**config.mk**
```make
export PLATFORM = sky130hd
export DESIGN_NAME = wmad_ctrl
export DESIGN_NICKNAME = d
export VERILOG_FILES = /design/src/rtl/wmad_pkg.sv /design/src/rtl/wmad_ctrl.sv
export SDC_FILE = /design/constraint.sdc
export NUM_CORES = 1
export LEC_CHECK = 0
export CAP_MARGIN = 15
export CORE_AREA = 2 2 39 41
export CTS_CLUSTER_DIAMETER = 40
export DETAILED_ROUTE_END_ITERATION = 10
export DIE_AREA = 0 0 41 43
export DONT_BUFFER_PORTS = 1
export SKIP_CTS_REPAIR_TIMING = 1
export SKIP_LAST_GASP = 1
export SLEW_MARGIN = 0
export SYNTH_ARGS = -nofsm -noshare
export SYNTH_HDL_FRONTEND = slang
export SYNTH_SLANG_ARGS = --single-unit
```
**constraint.sdc**
```tcl
create_clock -name clk -period 2.6 [get_ports clk]
set_clock_uncertainty 0.15 [all_clocks]
set_input_delay 0.39 -clock clk [delete_from_list [all_inputs] [get_ports clk]]
set_output_delay 0.39 -clock clk [all_outputs]
set_load 0.05 [all_outputs]
```
**src/rtl/wmad_pkg.sv**
```systemverilog
// Shared types and constants of the window mean absolute deviation filter.
// No dependencies.
package wmad_pkg;

  localparam int MAX_WIDTH_DEF  = 1024;
  localparam int MAX_HEIGHT_DEF = 1024;
  localparam int MAX_RADIUS_DEF = 3;

  localparam int CFG_W     = 11;
  localparam int CFG_IDX_W = 2;
  localparam int PIX_W     = 24;
  localparam int DEV_W     = 16;
  localparam int COORD_W   = 10;
  localparam int OUT_W     = 40;

  typedef enum logic [CFG_IDX_W-1:0] {
    CFG_FRAME_WIDTH   = 2'd0,
    CFG_FRAME_HEIGHT  = 2'd1,
    CFG_WINDOW_RADIUS = 2'd2,
    CFG_COLOR_MODE    = 2'd3
  } cfg_idx_t;

  localparam logic [10:0]      RST_WIDTH    = 11'd640;
  localparam logic [10:0]      RST_HEIGHT   = 11'd480;
  localparam logic [1:0]       RST_RADIUS   = 2'd1;
  localparam logic             RST_COLOR    = 1'b1;
  localparam logic [DEV_W-1:0] BORDER_VALUE = 16'hFF00;

  typedef struct packed {
    logic accept;
    logic div_start;
    logic div_sel_dev;
    logic latch_pos;
    logic walk_start;
    logic rd_sum;
    logic rd_dev;
    logic latch_dev;
    logic set_border;
    logic load_out;
  } wmad_cmd_t;

  typedef struct packed {
    logic has_out;
    logic in_window;
    logic div_busy;
    logic div_done;
    logic walk_last;
    logic out_free;
  } wmad_stat_t;

endpackage

```
**src/rtl/wmad_ctrl.sv**
```systemverilog
// Controller FSM: sequences position divide, window passes, scaling divide
// and output load. Uses wmad_pkg.
module wmad_ctrl (
  input  logic                 clk,
  input  logic                 rst,
  input  logic                 s_tvalid,
  output logic                 s_ready,
  input  wmad_pkg::wmad_stat_t st,
  output wmad_pkg::wmad_cmd_t  cmd
);
  import wmad_pkg::*;

  typedef enum logic [3:0] {
    S_IDLE, S_POS, S_POSW, S_CHK, S_SUM, S_SUMW,
    S_DEV, S_DEVW, S_DIVD, S_DIVDW, S_DONE
  } state_t;

  state_t state, state_next;

  always_comb begin
    cmd        = '0;
    state_next = state;
    s_ready    = (state == S_IDLE);
    case (state)
      S_IDLE: begin
        cmd.accept = s_tvalid;
        if (s_tvalid && st.has_out) state_next = S_POS;
      end
      S_POS: begin
        cmd.div_start = 1'b1;
        state_next    = S_POSW;
      end
      S_POSW: begin
        if (st.div_done) begin
          cmd.latch_pos = 1'b1;
          state_next    = S_CHK;
        end
      end
      S_CHK: begin
        if (st.in_window) begin
          cmd.walk_start = 1'b1;
          state_next     = S_SUM;
        end else begin
          cmd.set_border = 1'b1;
          state_next     = S_DONE;
        end
      end
      S_SUM: begin
        cmd.rd_sum = 1'b1;
        if (st.walk_last) state_next = S_SUMW;
      end
      S_SUMW: begin
        cmd.walk_start = 1'b1;
        state_next     = S_DEV;
      end
      S_DEV: begin
        cmd.rd_dev = 1'b1;
        if (st.walk_last) state_next = S_DEVW;
      end
      S_DEVW: state_next = S_DIVD;
      S_DIVD: begin
        cmd.div_start   = 1'b1;
        cmd.div_sel_dev = 1'b1;
        state_next      = S_DIVDW;
      end
      S_DIVDW: begin
        cmd.div_sel_dev = 1'b1;
        if (st.div_done) begin
          cmd.latch_dev = 1'b1;
          state_next    = S_DONE;
        end
      end
      S_DONE: begin
        if (st.out_free) begin
          cmd.load_out = 1'b1;
          state_next   = S_IDLE;
        end
      end
      default: state_next = S_IDLE;
    endcase
  end

  always_ff @(posedge clk) begin
    if (rst) begin
      state <= S_IDLE;
    end else begin
      state <= state_next;
    end
  end

  a_no_accept_div: assert property (@(posedge clk) disable iff (rst)
    st.div_busy |-> !cmd.accept)
    else $error("transaction accepted while divider busy");
  a_load_free: assert property (@(posedge clk) disable iff (rst)
    cmd.load_out |-> st.out_free)
    else $error("output register overwritten");
  a_accept_ready: assert property (@(posedge clk) disable iff (rst)
    cmd.accept |-> s_ready)
    else $error("transaction accepted while not ready");

endmodule

```
==> results by group <==
Status
  – Status: complete, no violations

Worst hold path
  – Hold WC Path Type: primary input to flop
  – Hold path cells: 1

Synthesis
  – Sequential share of the synthesized area: 19.6%
  – Commonest cells post-synth: 5 x a21oi_1, 5 x nand2_1
  – Ys async rst share: 0%
  – Syn nets: 64
  – Mapped Cells: 55
  – Cell taking the most area after synthesis: dfxtp_1
  – Synthesized area: 409 sq um
  – Yosys reg bits: 4
  – Top_reg_cell synth: dfxtp_1
  – Post-synth cell types: 29
  – Synthesized area per cell: 7.44 sq um
  – Number of synthesized flops with an enable pin: 0
  – Synth top area share: 19.6%
  – Number of synthesis warnings: 0
  – Top cells by area, synth: dfxtp_1 20%, a21oi_1 6.1%, buf_6 5.5%

Cells and area
  – N_diodes: 0
  – Share of layout cells above drive strength 1: 31.3%
  – Nets: 75
  – Final non-filler cell total: 80
  – Most flop-heavy register: state
  – Flip-flop count of the largest register after layout: 4
  – Layout Utilization: 38.2%
  – Largest regs: state (4)
  – Register area: 80.1 sq um
  – Multi-input logic area: 303 sq um
  – # fillers: 147
  – Area Overhead vs Synth: 29.1%

Power
  – Internal Dissipation: 296 uW
  – Switch share: 54.9%
  – Part of the power in combinational logic: 65.1%
  – Reg power frac: 23.6%
  – NetSw: 360 uW
  – Final Power: 655 uW
  – Clock power frac: 11.3%
  – Static leakage: 0.218 nW
  – Pwr Density: 1240 nW/um^2
  – Worst VDD drop: 0.329 mV

Worst setup path
  – Crit path DAT: 1.73 ns
  – Setup crit start: state[2]
  – Cells on worst reg2reg path: 4
  – Crit path capture: cmd[4]
  – CP Capture Type: primary output
  – Critical Path Start Type: flop
  – RR Endpoint: state[1]
  – WS Path Type: flop to primary output
  – Reg2reg setup slack: 0.63 ns
  – R2r startpoint: state[1]
  – Req. time, crit path: 2.06 ns
  – CP Max Fanout: 13

Floorplanning
  – Core area: 1380 sq um
  – Die H: 43 microns
  – IO Pins: 20
  – FP Rows: 14
  – Die area: 1760 sq um
  – Starting density of the core: 29.6%
  – Die X: 41 microns

Detailed routing
  – Initial DRC Count: 4
  – Top routing layer in use: met3
  – Drt wl/cell: 11.8 microns
  – Post-route ant nets: 0
  – Routed vias: 434
  – First drt pass iteration count: 3
  – Residual DRC: 0
  – Vias/cell: 5.43
  – DRT Wirelength: 944 microns
  – Routed wl met2: 472 microns
  – Met1 WL: 426 microns
  – Met3 WL: 45 microns

Timing
  – Final setup violation count: 0
  – Slew Viols, Final: 0
  – Fmax: 0.441 GHz
  – Crit share post-route: 87.2%
  – Slew @ Worst Pin: 0.542 ns
  – Setup tns final: 0 ns
  – RSZ-0062 raised after global routing: no
  – Slew margin rel.: 63.8%
  – Min cycle time layout: 2.27 ns
  – Hold violation total from the final report: 0

GRT
  – Largest net degree at the start of global routing: 15
  – GRT overflow: 0
  – Vias in the first global route: 367
  – Initial antenna violation count: 0
  – GRT Total Usage: 11.9%
  – First-pass GRT wire length: 1450 microns

Placement
  – Hpwl dp: 708 microns
  – Dpl cells: 77
  – Count of input and output buffers: 0
  – GPL Wtd Cong: 0.696

Flow run
  – # Max-Cap Violations: 0

CTS
  – CTS Buf Count: 3
  – Clk buf depth: 2
  – TritonCTS clock tree: done
  – Number of H-tree levels: 1
  – Clock sink total: 4
  – Root Driver: clkbuf_4
  – Worst skew pair latency: 0.23 ns
  – Reg clk slew, reported paths: 0.04 ns
## power by group through the flow
stage | Sequential [mW] | Clock, mW | Combinational (mW)
2_1_floorplan | 0.103 | 0 | 0.390
3_3_place_gp | 0.154 | 0 | 0.425
3_5_place_dp | 0.154 | 0 | 0.428
4_1_cts | 0.154 | 0.0783 | 0.429
5_1_grt | 0.160 | 0.0851 | 0.456
6_report | 0.155 | 0.0741 | 0.427
## layout by cell type, fill, tap and decap left out, types with 2 or more instances in the layout
| master | netlist | final |
|---|---|---|
| dfxtp_1 | 4 | 4 |
| a21o_1 | 2 | 2 |
| and2_1 | 2 | 2 |
| o21ai_0 | 3 | 3 |
| buf_4 | 0 | 9 |
| nand2_1 | 5 | 5 |
| a21oi_1 | 5 | 5 |
| nor3_1 | 4 | 3 |
| clkbuf_4 | 0 | 3 |
| nor2_1 | 4 | 4 |
| inv_1 | 4 | 4 |
| and3_1 | 2 | 2 |
## through the flow
| step | instance area, sq um | setup WS (ns) | hold slack (ns) |
|---|---|---|---|
| final | 528 | 0.332 | 0.0783 |
| after global routing | 528 | 0.265 | 0.0587 |
| after CTS | 528 | 0.349 | 0.0703 |
| after detailed placement | 505 | 0.602 | 0.315 |
| after global placement | 505 | 0.613 | 0.316 |
| after floorplan | 429 | 0.102 | 0.309 |
## critical path, cell delays in order (launching register included)
cell     delay (ns)
dfxtp_1        0.65
or3b_2         0.52
nor2_1         0.12
buf_4          0.21
## metal layers
| metal | track usage [%] | vias up |
|---|---|---|
| met3 | 6.81 | 0 |
| li1 | - | 221 |
| met5 | 0 | - |
| met1 | 12.9 | 205 |
| met2 | 19.7 | 8 |
| met4 | 2.00 | 0 |
## cell type report
class / instances / share of cell area [%]
clock buffer: 3 / 4.27
inverter: 4 / 2.84
multi-input combinational: 43 / 57.3
sequential: 4 / 15.2
tap: 16 / 3.79
timing repair buffer: 10 / 16.6
## cell families (layout without fill, tap and decap cells)
kind of cell	count (synthesis)	after routing	synth area share [%]
AO/OA/AOI/OAI	16	16	28.1
XOR/XNOR	1	1	2.14
buffers and inverters	8	17	11.3
flip-flops	4	4	19.6
multiplexers	1	1	2.75
AND/OR/NAND/NOR	25	25	36.1
## worst min path at each step
stage | start | to
2_1_floorplan | rst | state[0]
3_3_place_gp | rst | state[0]
3_5_place_dp | rst | state[0]
4_1_cts | rst | state[0]
5_1_grt | rst | state[0]
6_report | rst | state[0]
Power figures use the tool's default switching activity.
